$ cat config.mk
export PLATFORM = sky130hd
export DESIGN_NAME = i2c_master_transaction_sequencer_unit_flat
export DESIGN_NICKNAME = d
export VERILOG_FILES = /design/src/hdl/i2cmts_pkg.sv /design/src/hdl/i2cmts_if.sv /design/src/hdl/i2c_master_transaction_sequencer_unit.sv /design/src/flat_wrapper.sv
export SDC_FILE = /design/constraint.sdc
export NUM_CORES = 1
export LEC_CHECK = 0
export BUFFER_PORTS_ARGS = -buffer_cell sky130_fd_sc_hd__buf_2
export CORE_MARGIN = 5
export CORE_UTILIZATION = 55
export DETAILED_ROUTE_END_ITERATION = 7
export PLACE_DENSITY_LB_ADDON = 0.12
export SLEW_MARGIN = 20
export SYNTH_ARGS = -nofsm -noshare
export SYNTH_HDL_FRONTEND = slang
export SYNTH_SLANG_ARGS = --single-unit
export TNS_END_PERCENT = 20
$ cat constraint.sdc
create_clock -name clk_i -period 20 [get_ports clk_i]
set_clock_uncertainty 0.05 [all_clocks]
set_input_delay 6 -clock clk_i [delete_from_list [all_inputs] [get_ports clk_i]]
set_output_delay 6 -clock clk_i [all_outputs]
set_load 0.01 [all_outputs]
$ cat src/hdl/i2cmts_pkg.sv
`default_nettype none
package i2cmts_pkg;

  // Number of request slots in the queue.
  localparam int unsigned QUEUE_SLOTS = 3;
  localparam int unsigned SLOT_W      = (QUEUE_SLOTS > 1) ? $clog2(QUEUE_SLOTS) : 1;

  // Address byte masks for the R/W bit.
  localparam logic [7:0] ADDR_WR_MASK = 8'hFE;
  localparam logic [7:0] ADDR_RD_BIT  = 8'h01;

  typedef enum logic [1:0] {
    OP_WRITE = 2'd0,
    OP_READ  = 2'd1,
    OP_PROBE = 2'd2,
    OP_EVENT = 2'd3
  } op_e;

  typedef enum logic [3:0] {
    ACT_NONE      = 4'd0,
    ACT_START     = 4'd1,
    ACT_SEND_ADDR = 4'd2,
    ACT_SEND_CMD  = 4'd3,
    ACT_SEND_DATA = 4'd4,
    ACT_RECEIVE   = 4'd5,
    ACT_ACK       = 4'd6,
    ACT_NACK      = 4'd7,
    ACT_STOP      = 4'd8,
    ACT_RESTART   = 4'd9
  } action_e;

  typedef enum logic [3:0] {
    PH_IDLE       = 4'd0,
    PH_SEND_ADDR  = 4'd1,
    PH_CMD_DATA   = 4'd2,
    PH_WR_DATA    = 4'd3,
    PH_WR_STOP    = 4'd4,
    PH_DONE       = 4'd5,
    PH_RD_START   = 4'd6,
    PH_RD_ADDR    = 4'd7,
    PH_RD_ENABLE  = 4'd8,
    PH_RD_REENABLE = 4'd9,
    PH_RD_STORE   = 4'd10,
    PH_RD_STOP    = 4'd11
  } phase_e;

  // One input item.
  typedef struct packed {
    logic [1:0]  op;
    logic        bus_normal;
    logic [7:0]  device_address;
    logic [7:0]  command_length;
    logic [15:0] payload_length;
    logic [7:0]  request_tag;
    logic        nack;
    logic [7:0]  received_byte;
  } req_t;

  // One result item.
  typedef struct packed {
    logic [3:0]  action;
    logic [7:0]  send_byte;
    logic [15:0] buffer_index;
    logic        store_byte;
    logic [7:0]  stored_value;
    logic        accepted;
    logic        done_res;
    logic        success;
    logic [7:0]  done_tag;
  } rsp_t;

  // Queued request fields (the pending flag is kept apart).
  typedef struct packed {
    logic        is_read;
    logic [7:0]  address;
    logic [7:0]  cmd_len;
    logic [15:0] size;
    logic [7:0]  tag;
  } slot_t;

  // Fields of the transaction on the bus.
  typedef struct packed {
    logic [7:0]  address;
    logic [7:0]  cmd_len;
    logic [15:0] wr_len;
    logic [15:0] rd_len;
    logic [7:0]  tag;
  } active_t;

endpackage
`default_nettype wire

$ cat src/hdl/i2cmts_if.sv
`default_nettype none
// Channel that carries input items.
interface i2cmts_req_if;
  logic        valid;
  logic        ready;
  logic [1:0]  op;
  logic        bus_normal;
  logic [7:0]  device_address;
  logic [7:0]  command_length;
  logic [15:0] payload_length;
  logic [7:0]  request_tag;
  logic        nack;
  logic [7:0]  received_byte;

  modport source (
    output valid, op, bus_normal, device_address, command_length, payload_length,
    output request_tag, nack, received_byte,
    input  ready
  );
  modport sink (
    input  valid, op, bus_normal, device_address, command_length, payload_length,
    input  request_tag, nack, received_byte,
    output ready
  );
endinterface

// Channel that carries result items.
interface i2cmts_rsp_if;
  logic        valid;
  logic        ready;
  logic [3:0]  action;
  logic [7:0]  send_byte;
  logic [15:0] buffer_index;
  logic        store_byte;
  logic [7:0]  stored_value;
  logic        accepted;
  logic        done_res;
  logic        success;
  logic [7:0]  done_tag;

  modport source (
    output valid, action, send_byte, buffer_index, store_byte, stored_value,
    output accepted, done_res, success, done_tag,
    input  ready
  );
  modport sink (
    input  valid, action, send_byte, buffer_index, store_byte, stored_value,
    input  accepted, done_res, success, done_tag,
    output ready
  );
endinterface
`default_nettype wire

$ cat src/hdl/i2c_master_transaction_sequencer_unit.sv
`default_nettype none
// Pipeline: an accepted input item is held in the input register; its result item is
// computed combinationally from it and loaded into the result register.
// One item per cycle while the result register is empty or taken (rsp_o.ready high);
// a full result register that is not taken stalls the input register.
// Reset (rst_ni low, asynchronous): phase idle, not busy, queue empty, both
// pipeline registers empty.
module i2c_master_transaction_sequencer_unit (
  input  wire logic   clk_i,
  input  wire logic   rst_ni,
  i2cmts_req_if.sink  req_i,
  i2cmts_rsp_if.source rsp_o
);
  import i2cmts_pkg::*;

  // Pipeline registers.
  logic    in_vq;
  req_t    in_q;
  logic    out_vq;
  rsp_t    out_q;
  logic    adv;
  logic    proc;

  // Sequencer state.
  phase_e  phase_q, phase_d;
  logic    busy_q, busy_d;
  logic [15:0] idx_q, idx_d;
  active_t act_q, act_d;
  logic [QUEUE_SLOTS-1:0] pend_q, pend_d;
  slot_t   slot_q [QUEUE_SLOTS];
  rsp_t    rsp_d;

  // Queue scan signals.
  logic    is_req;
  logic    free_found;
  logic [SLOT_W-1:0] free_sel;
  logic [QUEUE_SLOTS-1:0] pend_w;
  logic    serve_found;
  logic [SLOT_W-1:0] serve_sel;
  logic    do_serve;
  logic    wr_slot;
  logic [15:0] idx_inc;
  slot_t   new_slot;

  // Handshakes: the input stage advances whenever the result register can take a value.
  assign adv         = !out_vq || rsp_o.ready;
  assign proc        = in_vq && adv;
  assign req_i.ready = !in_vq || adv;

  always_ff @(posedge clk_i or negedge rst_ni) begin
    if (!rst_ni) begin
      in_vq <= 1'b0;
    end else if (req_i.valid && req_i.ready) begin
      in_vq <= 1'b1;
    end else if (proc) begin
      in_vq <= 1'b0;
    end
  end

  always_ff @(posedge clk_i) begin
    if (req_i.valid && req_i.ready) begin
      in_q.op             <= req_i.op;
      in_q.bus_normal     <= req_i.bus_normal;
      in_q.device_address <= req_i.device_address;
      in_q.command_length <= req_i.command_length;
      in_q.payload_length <= req_i.payload_length;
      in_q.request_tag    <= req_i.request_tag;
      in_q.nack           <= req_i.nack;
      in_q.received_byte  <= req_i.received_byte;
    end
  end

  // Queue scan: lowest free slot, and lowest pending slot after the write.
  assign is_req = (in_q.op == OP_WRITE) || (in_q.op == OP_READ);

  always_comb begin
    free_found  = 1'b0;
    free_sel    = '0;
    pend_w      = pend_q;
    serve_found = 1'b0;
    serve_sel   = '0;
    for (int i = QUEUE_SLOTS - 1; i >= 0; i--) begin
      if (!pend_q[i]) begin
        free_found = 1'b1;
        free_sel   = SLOT_W'(i);
      end
    end
    if (is_req && free_found) begin
      pend_w[free_sel] = 1'b1;
    end
    for (int i = QUEUE_SLOTS - 1; i >= 0; i--) begin
      if (pend_w[i]) begin
        serve_found = 1'b1;
        serve_sel   = SLOT_W'(i);
      end
    end
  end

  assign new_slot.is_read = (in_q.op == OP_READ);
  assign new_slot.address = in_q.device_address;
  assign new_slot.cmd_len = in_q.command_length;
  assign new_slot.size    = in_q.payload_length;
  assign new_slot.tag     = in_q.request_tag;
  assign idx_inc          = idx_q + 16'd1;

  // Next state and result for the item in the input register.
  always_comb begin
    phase_d  = phase_q;
    busy_d   = busy_q;
    idx_d    = idx_q;
    act_d    = act_q;
    pend_d   = pend_q;
    rsp_d    = '0;
    do_serve = 1'b0;
    wr_slot  = 1'b0;

    case (op_e'(in_q.op))
      OP_WRITE, OP_READ: begin
        if (!free_found) begin
          pend_d  = '0;
          phase_d = PH_IDLE;
          busy_d  = 1'b0;
        end else begin
          wr_slot = 1'b1;
          pend_d  = pend_w;
          if (serve_found && in_q.bus_normal && !busy_q) begin
            do_serve       = 1'b1;
            rsp_d.accepted = 1'b1;
          end
        end
      end
      OP_PROBE: begin
        if (in_q.bus_normal && !busy_q) begin
          act_d.address  = in_q.device_address;
          act_d.cmd_len  = '0;
          act_d.wr_len   = '0;
          act_d.rd_len   = '0;
          act_d.tag      = in_q.request_tag;
          busy_d         = 1'b1;
          idx_d          = '0;
          phase_d        = PH_SEND_ADDR;
          rsp_d.action   = ACT_START;
          rsp_d.accepted = 1'b1;
        end
      end
      default: begin
        case (phase_q)
          PH_SEND_ADDR: begin
            rsp_d.action    = ACT_SEND_ADDR;
            rsp_d.send_byte = act_q.address & ADDR_WR_MASK;
            phase_d         = PH_CMD_DATA;
          end
          PH_CMD_DATA: begin
            if (in_q.nack) begin
              phase_d        = PH_IDLE;
              busy_d         = 1'b0;
              rsp_d.action   = ACT_STOP;
              rsp_d.done_res = 1'b1;
              rsp_d.done_tag = act_q.tag;
            end else if (act_q.cmd_len == 8'd0) begin
              rsp_d.action = ACT_STOP;
              phase_d      = PH_DONE;
            end else begin
              rsp_d.action       = ACT_SEND_CMD;
              rsp_d.buffer_index = idx_q;
              idx_d              = idx_inc;
              if (idx_inc >= {8'd0, act_q.cmd_len}) begin
                idx_d = '0;
                if (act_q.rd_len != 16'd0) begin
                  phase_d = PH_RD_START;
                end else if (act_q.wr_len != 16'd0) begin
                  phase_d = PH_WR_DATA;
                end else begin
                  phase_d = PH_WR_STOP;
                end
              end
            end
          end
          PH_WR_DATA: begin
            if (in_q.nack) begin
              phase_d        = PH_IDLE;
              busy_d         = 1'b0;
              rsp_d.action   = ACT_STOP;
              rsp_d.done_res = 1'b1;
              rsp_d.done_tag = act_q.tag;
            end else if (idx_q >= act_q.wr_len) begin
              rsp_d.action = ACT_STOP;
              phase_d      = PH_DONE;
            end else begin
              rsp_d.action       = ACT_SEND_DATA;
              rsp_d.buffer_index = idx_q;
              idx_d              = idx_inc;
              if (idx_inc >= act_q.wr_len) begin
                phase_d = (act_q.rd_len == 16'd0) ? PH_WR_STOP : PH_RD_START;
              end
            end
          end
          PH_WR_STOP, PH_RD_STOP: begin
            rsp_d.action = ACT_STOP;
            phase_d      = PH_DONE;
          end
          PH_DONE: begin
            busy_d         = 1'b0;
            phase_d        = PH_IDLE;
            rsp_d.done_res = 1'b1;
            rsp_d.success  = 1'b1;
            rsp_d.done_tag = act_q.tag;
            if (serve_found && in_q.bus_normal) begin
              do_serve = 1'b1;
            end
          end
          PH_RD_START: begin
            idx_d        = '0;
            rsp_d.action = ACT_RESTART;
            phase_d      = PH_RD_ADDR;
          end
          PH_RD_ADDR: begin
            rsp_d.action    = ACT_SEND_ADDR;
            rsp_d.send_byte = act_q.address | ADDR_RD_BIT;
            phase_d         = PH_RD_ENABLE;
          end
          PH_RD_ENABLE: begin
            if (in_q.nack) begin
              phase_d        = PH_IDLE;
              busy_d         = 1'b0;
              rsp_d.action   = ACT_STOP;
              rsp_d.done_res = 1'b1;
              rsp_d.done_tag = act_q.tag;
            end else begin
              rsp_d.action = ACT_RECEIVE;
              phase_d      = PH_RD_STORE;
            end
          end
          PH_RD_REENABLE: begin
            rsp_d.action = ACT_RECEIVE;
            phase_d      = PH_RD_STORE;
          end
          PH_RD_STORE: begin
            rsp_d.buffer_index = idx_q;
            rsp_d.store_byte   = 1'b1;
            rsp_d.stored_value = in_q.received_byte;
            idx_d              = idx_inc;
            if (idx_inc >= act_q.rd_len) begin
              rsp_d.action = ACT_NACK;
              phase_d      = PH_RD_STOP;
            end else begin
              rsp_d.action = ACT_ACK;
              phase_d      = PH_RD_REENABLE;
            end
          end
          default: begin
            phase_d = PH_IDLE;
          end
        endcase
      end
    endcase

    // Start the lowest queued request on the bus.
    if (do_serve) begin
      pend_d[serve_sel] = 1'b0;
      act_d.tag         = wr_slot && (serve_sel == free_sel) ? new_slot.tag
                                                             : slot_q[serve_sel].tag;
      act_d.cmd_len     = wr_slot && (serve_sel == free_sel) ? new_slot.cmd_len
                                                             : slot_q[serve_sel].cmd_len;
      act_d.address     = wr_slot && (serve_sel == free_sel) ? new_slot.address
                                                             : slot_q[serve_sel].address;
      if (wr_slot && (serve_sel == free_sel) ? new_slot.is_read
                                             : slot_q[serve_sel].is_read) begin
        act_d.wr_len = '0;
        act_d.rd_len = wr_slot && (serve_sel == free_sel) ? new_slot.size
                                                          : slot_q[serve_sel].size;
      end else begin
        act_d.wr_len = wr_slot && (serve_sel == free_sel) ? new_slot.size
                                                          : slot_q[serve_sel].size;
        act_d.rd_len = '0;
      end
      busy_d       = 1'b1;
      idx_d        = '0;
      phase_d      = PH_SEND_ADDR;
      rsp_d.action = ACT_START;
    end
  end

  // State registers.
  always_ff @(posedge clk_i or negedge rst_ni) begin
    if (!rst_ni) begin
      phase_q <= PH_IDLE;
      busy_q  <= 1'b0;
      idx_q   <= '0;
      act_q   <= '0;
      pend_q  <= '0;
    end else if (proc) begin
      phase_q <= phase_d;
      busy_q  <= busy_d;
      idx_q   <= idx_d;
      act_q   <= act_d;
      pend_q  <= pend_d;
    end
  end

  // Slot fields; only a pending slot is ever read.
  always_ff @(posedge clk_i) begin
    if (proc && wr_slot) begin
      slot_q[free_sel] <= new_slot;
    end
  end

  // Result register.
  always_ff @(posedge clk_i or negedge rst_ni) begin
    if (!rst_ni) begin
      out_vq <= 1'b0;
    end else if (proc) begin
      out_vq <= 1'b1;
    end else if (rsp_o.ready) begin
      out_vq <= 1'b0;
    end
  end

  always_ff @(posedge clk_i) begin
    if (proc) begin
      out_q <= rsp_d;
    end
  end

  assign rsp_o.valid        = out_vq;
  assign rsp_o.action       = out_q.action;
  assign rsp_o.send_byte    = out_q.send_byte;
  assign rsp_o.buffer_index = out_q.buffer_index;
  assign rsp_o.store_byte   = out_q.store_byte;
  assign rsp_o.stored_value = out_q.stored_value;
  assign rsp_o.accepted     = out_q.accepted;
  assign rsp_o.done_res     = out_q.done_res;
  assign rsp_o.success      = out_q.success;
  assign rsp_o.done_tag     = out_q.done_tag;

endmodule
`default_nettype wire
$ cat src/flat_wrapper.sv
// flat-port wrapper written by rule: the top's interface ports become plain ports
module i2c_master_transaction_sequencer_unit_flat import i2cmts_pkg::*;
  (clk_i, rst_ni, req_i_valid, req_i_op, req_i_bus_normal, req_i_device_address, req_i_command_length, req_i_payload_length, req_i_request_tag, req_i_nack, req_i_received_byte, req_i_ready, rsp_o_valid, rsp_o_action, rsp_o_send_byte, rsp_o_buffer_index, rsp_o_store_byte, rsp_o_stored_value, rsp_o_accepted, rsp_o_done_res, rsp_o_success, rsp_o_done_tag, rsp_o_ready);
  i2cmts_req_if req_i_i ();
  i2cmts_rsp_if rsp_o_i ();
  input  wire logic clk_i;
  input  wire logic rst_ni;
  input wire logic [$bits(req_i_i.valid)-1:0] req_i_valid;
  input wire logic [$bits(req_i_i.op)-1:0] req_i_op;
  input wire logic [$bits(req_i_i.bus_normal)-1:0] req_i_bus_normal;
  input wire logic [$bits(req_i_i.device_address)-1:0] req_i_device_address;
  input wire logic [$bits(req_i_i.command_length)-1:0] req_i_command_length;
  input wire logic [$bits(req_i_i.payload_length)-1:0] req_i_payload_length;
  input wire logic [$bits(req_i_i.request_tag)-1:0] req_i_request_tag;
  input wire logic [$bits(req_i_i.nack)-1:0] req_i_nack;
  input wire logic [$bits(req_i_i.received_byte)-1:0] req_i_received_byte;
  output wire logic [$bits(req_i_i.ready)-1:0] req_i_ready;
  output wire logic [$bits(rsp_o_i.valid)-1:0] rsp_o_valid;
  output wire logic [$bits(rsp_o_i.action)-1:0] rsp_o_action;
  output wire logic [$bits(rsp_o_i.send_byte)-1:0] rsp_o_send_byte;
  output wire logic [$bits(rsp_o_i.buffer_index)-1:0] rsp_o_buffer_index;
  output wire logic [$bits(rsp_o_i.store_byte)-1:0] rsp_o_store_byte;
  output wire logic [$bits(rsp_o_i.stored_value)-1:0] rsp_o_stored_value;
  output wire logic [$bits(rsp_o_i.accepted)-1:0] rsp_o_accepted;
  output wire logic [$bits(rsp_o_i.done_res)-1:0] rsp_o_done_res;
  output wire logic [$bits(rsp_o_i.success)-1:0] rsp_o_success;
  output wire logic [$bits(rsp_o_i.done_tag)-1:0] rsp_o_done_tag;
  input wire logic [$bits(rsp_o_i.ready)-1:0] rsp_o_ready;
  assign req_i_i.valid = req_i_valid;
  assign req_i_i.op = req_i_op;
  assign req_i_i.bus_normal = req_i_bus_normal;
  assign req_i_i.device_address = req_i_device_address;
  assign req_i_i.command_length = req_i_command_length;
  assign req_i_i.payload_length = req_i_payload_length;
  assign req_i_i.request_tag = req_i_request_tag;
  assign req_i_i.nack = req_i_nack;
  assign req_i_i.received_byte = req_i_received_byte;
  assign req_i_ready = req_i_i.ready;
  assign rsp_o_valid = rsp_o_i.valid;
  assign rsp_o_action = rsp_o_i.action;
  assign rsp_o_send_byte = rsp_o_i.send_byte;
  assign rsp_o_buffer_index = rsp_o_i.buffer_index;
  assign rsp_o_store_byte = rsp_o_i.store_byte;
  assign rsp_o_stored_value = rsp_o_i.stored_value;
  assign rsp_o_accepted = rsp_o_i.accepted;
  assign rsp_o_done_res = rsp_o_i.done_res;
  assign rsp_o_success = rsp_o_i.success;
  assign rsp_o_done_tag = rsp_o_i.done_tag;
  assign rsp_o_i.ready = rsp_o_ready;
  i2c_master_transaction_sequencer_unit u_core (.clk_i(clk_i), .rst_ni(rst_ni), .req_i(req_i_i), .rsp_o(rsp_o_i));
endmodule
==> metrics, run 1 <==
Layout Cell Area excl Fill about 0.015 mm²; Layout area overhead 14.00%; cell with the most instances after synthesis edfxtp_1; Antenna diodes 0; Worst-Skew Late Latency ~550 ps; gate count after technology mapping about 1,000; cell row count 57; Top FF cell, synth edfxtp_1; Post-DP Area approximately 0.014 mm²; die span in x 166.3 µm; gr ovfl total 0; startpoint types primary input; post-synthesis async set-or-reset flop share between 20% and 30%; final setup fails 0; critical path's slowest cell nor2b_1; Peak VDD IR 0.08094 mV; min Tclk post-route between 10,000 and 15,000 ps; Distinct cells, synth 67; CP max stage delay 170 ps; critical-path maximum fanout 3; reg2reg end u_core.act_q[7]$_DFFE_PN0P_; Yosys top cell by area edfxtp_1; RR Startpoint u_core.idx_q[2]$_DFFE_PN0P_; DPL Wire Length ~19,000 µm; FMAX about 80 MHz; TritonCTS clock tree built; Post-synth EDFFs 219; RSZ-0062 raised after global routing no; net count reported at finish around 1,300; Core ar. between 0.02 and 0.025 mm²; cell family with most CP delay simple AND/OR/NAND/NOR gates; Yosys top cell area share between 40% and 50%; largest net degree at the start of global routing between 50 and 60; CTS H-Tree Depth 1; Synth Register Bits 300; crit path from rsp_o_ready; critical path, cell by cell buf_2 > nor2b_1 > nand2_1 > buf_2; buffer and inverter count on the worst path 2; commonest cells in the netlist 219 x edfxtp_1, 82 x nand2_1, 81 x dfrtp_1; total leakage power 6.172 nW; YS warnings 0; Net Count, Synth 1,157; Crit Path Class primary input to primary output; gpl congestion roughly 0.90; antenna violations before repair 0; status finished, final reports clean; First-pass DRT Iterations 5; vias per cell 5.752; Clock Tree Root clkbuf_16; Iter 0 DRT Violations between 600 and 700; fin crit share a little over three fifths; max-slew violation count 0; Hold Vio Cnt, Final 0; worst min path class flip-flop to flip-flop; vias in the first global route between 8,000 and 9,000; CTS clk-pin slew, worst paths 60 ps; max-cap viol count 0; largest cells by area after synthesis edfxtp_1 49%, dfrtp_1 15%, ha_1 5.1%; first-pass GRT wire length 45,550 µm; share of post-route cells with drive strength above 1 between 10% and 20%; cts bufs inserted 30; Most common cell on crit path buf_2; Mapped Area between 0.01 and 0.015 mm²; number of post-CTS setup repair buffers 0; Post-Route WL 28,080 µm; Tot GR Track Use 20.07%; register area share after synthesis 64.06%; Worst setup EP type primary output; critical path depth in cells 4; Avg WL per Cell between 15 and 20 µm; DRC Markers 0; Starting Density 55.55%; Die Area between 0.02 and 0.03 mm²; Hold-fix buffers, CTS 0; post-CTS resize count 0; # IOs between 100 and 150; CP endpoint req_i_ready; Sink Count 300; Die Height roughly 170 µm; CTS max path bufs 3; port buffer count about 100; Routed Antenna Nets 0; critical path data arrival time between 6000 and 7000 ps; Least-Margin Pin Slew 997.3 ps; r2r worst-path depth 13; Vias around 8,600; flop-to-flop setup slack 15,260 ps; power per cell area ~110 mW/mm²; relative slew slack approximately a third; required time of the critical path roughly 14,000 ps; setup TNS 0 ps; Mean Syn Cell Area 12.84 µm²
[state kept, by name (all words and copies together) (netlist names), 8 cells and up]
register,count
u_core.act_q,55
u_core.in_q,51
u_core.rsp_o.done_tag,8
u_core.rsp_o.send_byte,8
u_core.rsp_o.stored_value,8
u_core.slot_q,120
u_core.idx_q,16
u_core.rsp_o.buffer_index,16
[layer usage]
layer | track usage [%] | vias to the layer above | part of all wire (%) | wire length (µm)
met3 | 2.928 | 47 | 4.7 | 1316
met2 | 32.07 | 203 | 47 | 13150
met5 | 0 | - | 0 | 0
met4 | 4.945 | 0 | 2.2 | 617
li1 | - | 4167 | - | -
met1 | 29.50 | 4177 | 46 | 13000
[layout by cell type (no fill, tap or decap), types with 15 or more instances in the layout]
master	n
edfxtp_1	219
buf_2	103
nand2_1	82
dfrtp_1	81
ha_1	55
nor2_1	51
a22o_1	50
inv_1	49
a21oi_1	43
o21ai_0	37
and2_1	37
clkbuf_16	32
nand2b_1	21
o31ai_1	19
nor3_1	17
nor4_1	17
o22ai_1	17
nand3_1	16
mux2_2	16
buf_4	15
[logic make-up (layout without fill, tap and decap cells)]
| kind of cell | after synthesis | in the layout | share of synthesized area, % |
|---|---|---|---|
| buffers and inverters | 100 | 224 | 2.916 |
| adders and majority gates | 55 | 55 | 5.124 |
| AOI/OAI and AO/OA | 257 | 257 | 13.49 |
| DFF | 300 | 300 | 64.06 |
| xor gates and xnor gates | 6 | 6 | 0.3913 |
| muxes | 31 | 31 | 2.534 |
| and+or+nand+nor | 297 | 297 | 11.49 |
[cell type report]
cell class	instances	area (µm²)
fillers	1844	8866
multi-input cells	646	4466
repair buffers	118	628.1
clock inverters	11	111.4
inverters	50	187.7
flip-flops and latches	300	8603
well taps	324	405.4
clock buffers	45	909.6
[metrics by stage]
| stage | setup WS (ps) | power [mW] | utilization, % | hold slack [ps] | cells |
|---|---|---|---|---|---|
| detailed placement | 7416 | 1.200 | 59.11 | 440.9 | 1438 |
| global route | 7372 | 1.852 | 63.33 | 464.9 | 1494 |
| floorplan | 7701 | 1.080 | - | 408.0 | 1046 |
| finish | 7427 | 1.755 | 63.33 | 451.3 | 1494 |
| CTS | 7420 | 1.768 | 63.33 | 455.2 | 1494 |
| global placement | 7416 | 1.189 | 59.11 | 432.4 | 1438 |
[power by group]
part           switching [mW]  internal (mW)  total (mW)
combinational           0.214          0.151       0.365
sequential             0.0684          0.756       0.825
clock                   0.226          0.340       0.565
total                   0.508           1.25        1.76
[how the worst min path moves through the flow]
stage,end,from,depth (start not counted),slack (ps)
after floorplan,u_core.slot_q[0][24]$_DFFE_PP_,u_core.in_q[33]$_DFFE_PP_,0,410
after global placement,u_core.act_q[4]$_DFFE_PN0P_,u_core.act_q[4]$_DFFE_PN0P_,1,430
after detailed placement,u_core.act_q[4]$_DFFE_PN0P_,u_core.act_q[4]$_DFFE_PN0P_,1,440
after CTS,u_core.act_q[3]$_DFFE_PN0P_,u_core.act_q[3]$_DFFE_PN0P_,1,460
after global routing,u_core.act_q[5]$_DFFE_PN0P_,u_core.act_q[5]$_DFFE_PN0P_,1,460
final,u_core.act_q[5]$_DFFE_PN0P_,u_core.act_q[5]$_DFFE_PN0P_,1,450
(Power assumes the default switching activity.)
==> run 2, diff against run 1 <==
- clock period: 20 -> 12.3 ns (I/O delays scaled with it)
==> metrics, run 2 (synthesized netlist as in run 1, its figures left out) <==
status finished, final reports clean (unchanged); Tot GR Track Use 20.05% (was 20.07%); Peak VDD IR 0.1215 mV (was 0.08094 mV); hold wc startpoint u_core.act_q[4]$_DFFE_PN0P_ (was u_core.act_q[5]$_DFFE_PN0P_); commonest non-fill, non-tap cells in the layout 219 x edfxtp_1, 103 x buf_2, 82 x nand2_1 (unchanged); Layout fillers 1,838 (was 1,844); min Tclk post-route 7953 ps; largest register by flop count u_core.slot_q (unchanged); Crit Path Class primary input to primary output (unchanged); worst min path class flip-flop to flip-flop (unchanged); final setup fails 0 (unchanged); Post-Route WL 27,900 µm (was 28,080 µm); critical-path maximum fanout 3 (unchanged); RSZ-0062 raised after global routing no (unchanged); DPL Wire Length 19,330 µm (was 19,320 µm); Iter 0 DRT Violations 630 (was 642); DRC Markers 0 (unchanged); cts bufs inserted 31 (was 30); clock share of power 31.6% (was 32.2%); Die Area 0.02764 mm² (unchanged); gpl congestion 0.8833 (was 0.8974); setup TNS 0 ps (unchanged); Die Height 166.3 µm (unchanged); cell row count 57 (unchanged); FMAX around 130 MHz; Logic pwr share 21.0% (was 20.8%); first-pass GRT wire length 45,340 µm (was 45,550 µm); Hold-fix buffers, CTS 0 (unchanged); startpoint types primary input (unchanged); Worst-Skew Late Latency 550 ps (about the same); Antenna diodes 0 (unchanged); max-cap viol count 0 (unchanged); critical path data arrival time 4210 ps (was 6520 ps); Least-Margin Pin Slew 963.5 ps (was 997.3 ps); GR Util met2 31.82% (was 32.07%); Avg WL per Cell 18.64 µm (was 18.80 µm); commonest non-fill, non-tap cell in the layout edfxtp_1 (unchanged); required time of the critical path 8560 ps (was 13,950 ps); Sequential Power Share 47.4% (was 47.0%); RR Startpoint u_core.idx_q[0]$_DFFE_PN0P_ (was u_core.idx_q[2]$_DFFE_PN0P_); total leakage power 6.156 nW (was 6.172 nW); relative slew slack 35.17% (was 33.51%); power per cell area 185.3 mW/mm² (was 114.6 mW/mm²); Clock Tree Root clkbuf_16 (unchanged); CTS max path bufs 3 (unchanged); Worst setup EP type primary output (unchanged); Hold Vio Cnt, Final 0 (unchanged); # IOs 106 (unchanged); total power 2.833 mW (was 1.755 mW); share of post-route cells with drive strength above 1 16.97% (was 17.26%); Layout area overhead 13.87% (was 14.00%); Sink Count 300 (unchanged); Switching Share 29.01% (was 28.96%); max reg flops 120 (unchanged); First-pass DRT Iterations 5 (unchanged); port buffer count 104 (unchanged); max-slew violation count 0 (unchanged); CTS clk-pin slew, worst paths 60 ps (about the same); Core ar. 0.02418 mm² (unchanged); Pint 2.011 mW (was 1.247 mW); vias per cell 5.707 (was 5.752); Vias 8,544 (was 8,594); Starting Density 55.55% (unchanged); fin crit share around 65%; GR Layer Usage met1 29.68% (was 29.50%); largest net degree at the start of global routing 63 (was 55); Top Registers u_core.slot_q x120, u_core.act_q x55, u_core.in_q x51 (unchanged); TritonCTS clock tree built (unchanged); Routed Antenna Nets 0 (unchanged); CTS H-Tree Depth 1 (unchanged); net count reported at finish 1,259 (was 1,257); Most Crowded Layer GR met2 (unchanged); antenna violations before repair 0 (unchanged); crit path from rsp_o_ready (unchanged); sw power 821.9 µW (was 508.3 µW); die span in x 166.3 µm (unchanged); M3 GR Usage 3.047% (was 2.928%); number of post-CTS setup repair buffers 0 (unchanged); gr ovfl total 0 (unchanged); post-CTS resize count 0 (unchanged); vias in the first global route 8,311 (was 8,343)
[run 2: changes by cell type in the layout (fill, tap and decap cells not counted), sizes merged]
| cell | before | now |
|---|---|---|
| clkinv | 7 | 9 |
| buf | 118 | 119 |
| clkinvlp | 0 | 1 |
| inv | 52 | 51 |
[run 2: per-layer routing]
metal | part of all wire [%] | wire length (µm) | vias up
li1 | - | - | 4180
met2 | 47 | 13160 | 196
met5 | 0 | 0 | -
met1 | 47 | 12980 | 4129
met4 | 1.7 | 469 | 0
met3 | 4.6 | 1297 | 39
[run 2: final cells by class]
type                    instances  area [µm²]  area share (%)
multi-input cells             646        4466           29.20
repair buffers                119       635.6           4.156
flip-flops and latches        300        8603           56.25
clock buffers                  45       879.6           5.751
inverters                      50       187.7           1.227
clock inverters                13       116.4          0.7609
well taps                     324       405.4           2.651
[run 2: path summary, 6_finish.rpt]
kind                                          endpoint  slack, ps  cells after the start
max in group asynchronous  u_core.act_q[6]$_DFFE_PN0P_       8130                      2
min in group asynchronous  u_core.idx_q[8]$_DFFE_PN0P_       2970                      1
hold reg to reg            u_core.act_q[4]$_DFFE_PN0P_        450                      1
hold / removal             u_core.act_q[4]$_DFFE_PN0P_        450                      1
setup reg to reg           u_core.act_q[6]$_DFFE_PN0P_       7560                     13
setup / recovery                           req_i_ready       4350                      4
[run 2: critical path, stage by stage]
cell and delay (ps):
buf_2 100, nor2b_1 170, nand2_1 100, buf_2 150
[run 2: power by group through the flow]
| stage | Clock [mW] | Sequential [mW] | Combinational, mW |
|---|---|---|---|
| floorplan | 0 | 1.31 | 0.444 |
| global route | 0.964 | 1.36 | 0.669 |
| finish | 0.896 | 1.34 | 0.594 |
| CTS | 0.917 | 1.34 | 0.598 |
| detailed placement | 0 | 1.36 | 0.594 |
| global placement | 0 | 1.36 | 0.578 |
[run 2: stage by stage]
stage / area [µm²] / hold WS (ps) / instances / setup WS, ps / utilization (%)
global placement: 14300 / 437.3 / 1439 / 4330 / 59.14
detailed placement: 14300 / 438.8 / 1439 / 4340 / 59.14
CTS: 15290 / 452.0 / 1497 / 4333 / 63.26
floorplan: 13430 / 408.0 / 1046 / 2311 / -
global route: 15290 / 482.4 / 1497 / 4306 / 63.26
finish: 15290 / 446.3 / 1497 / 4347 / 63.26
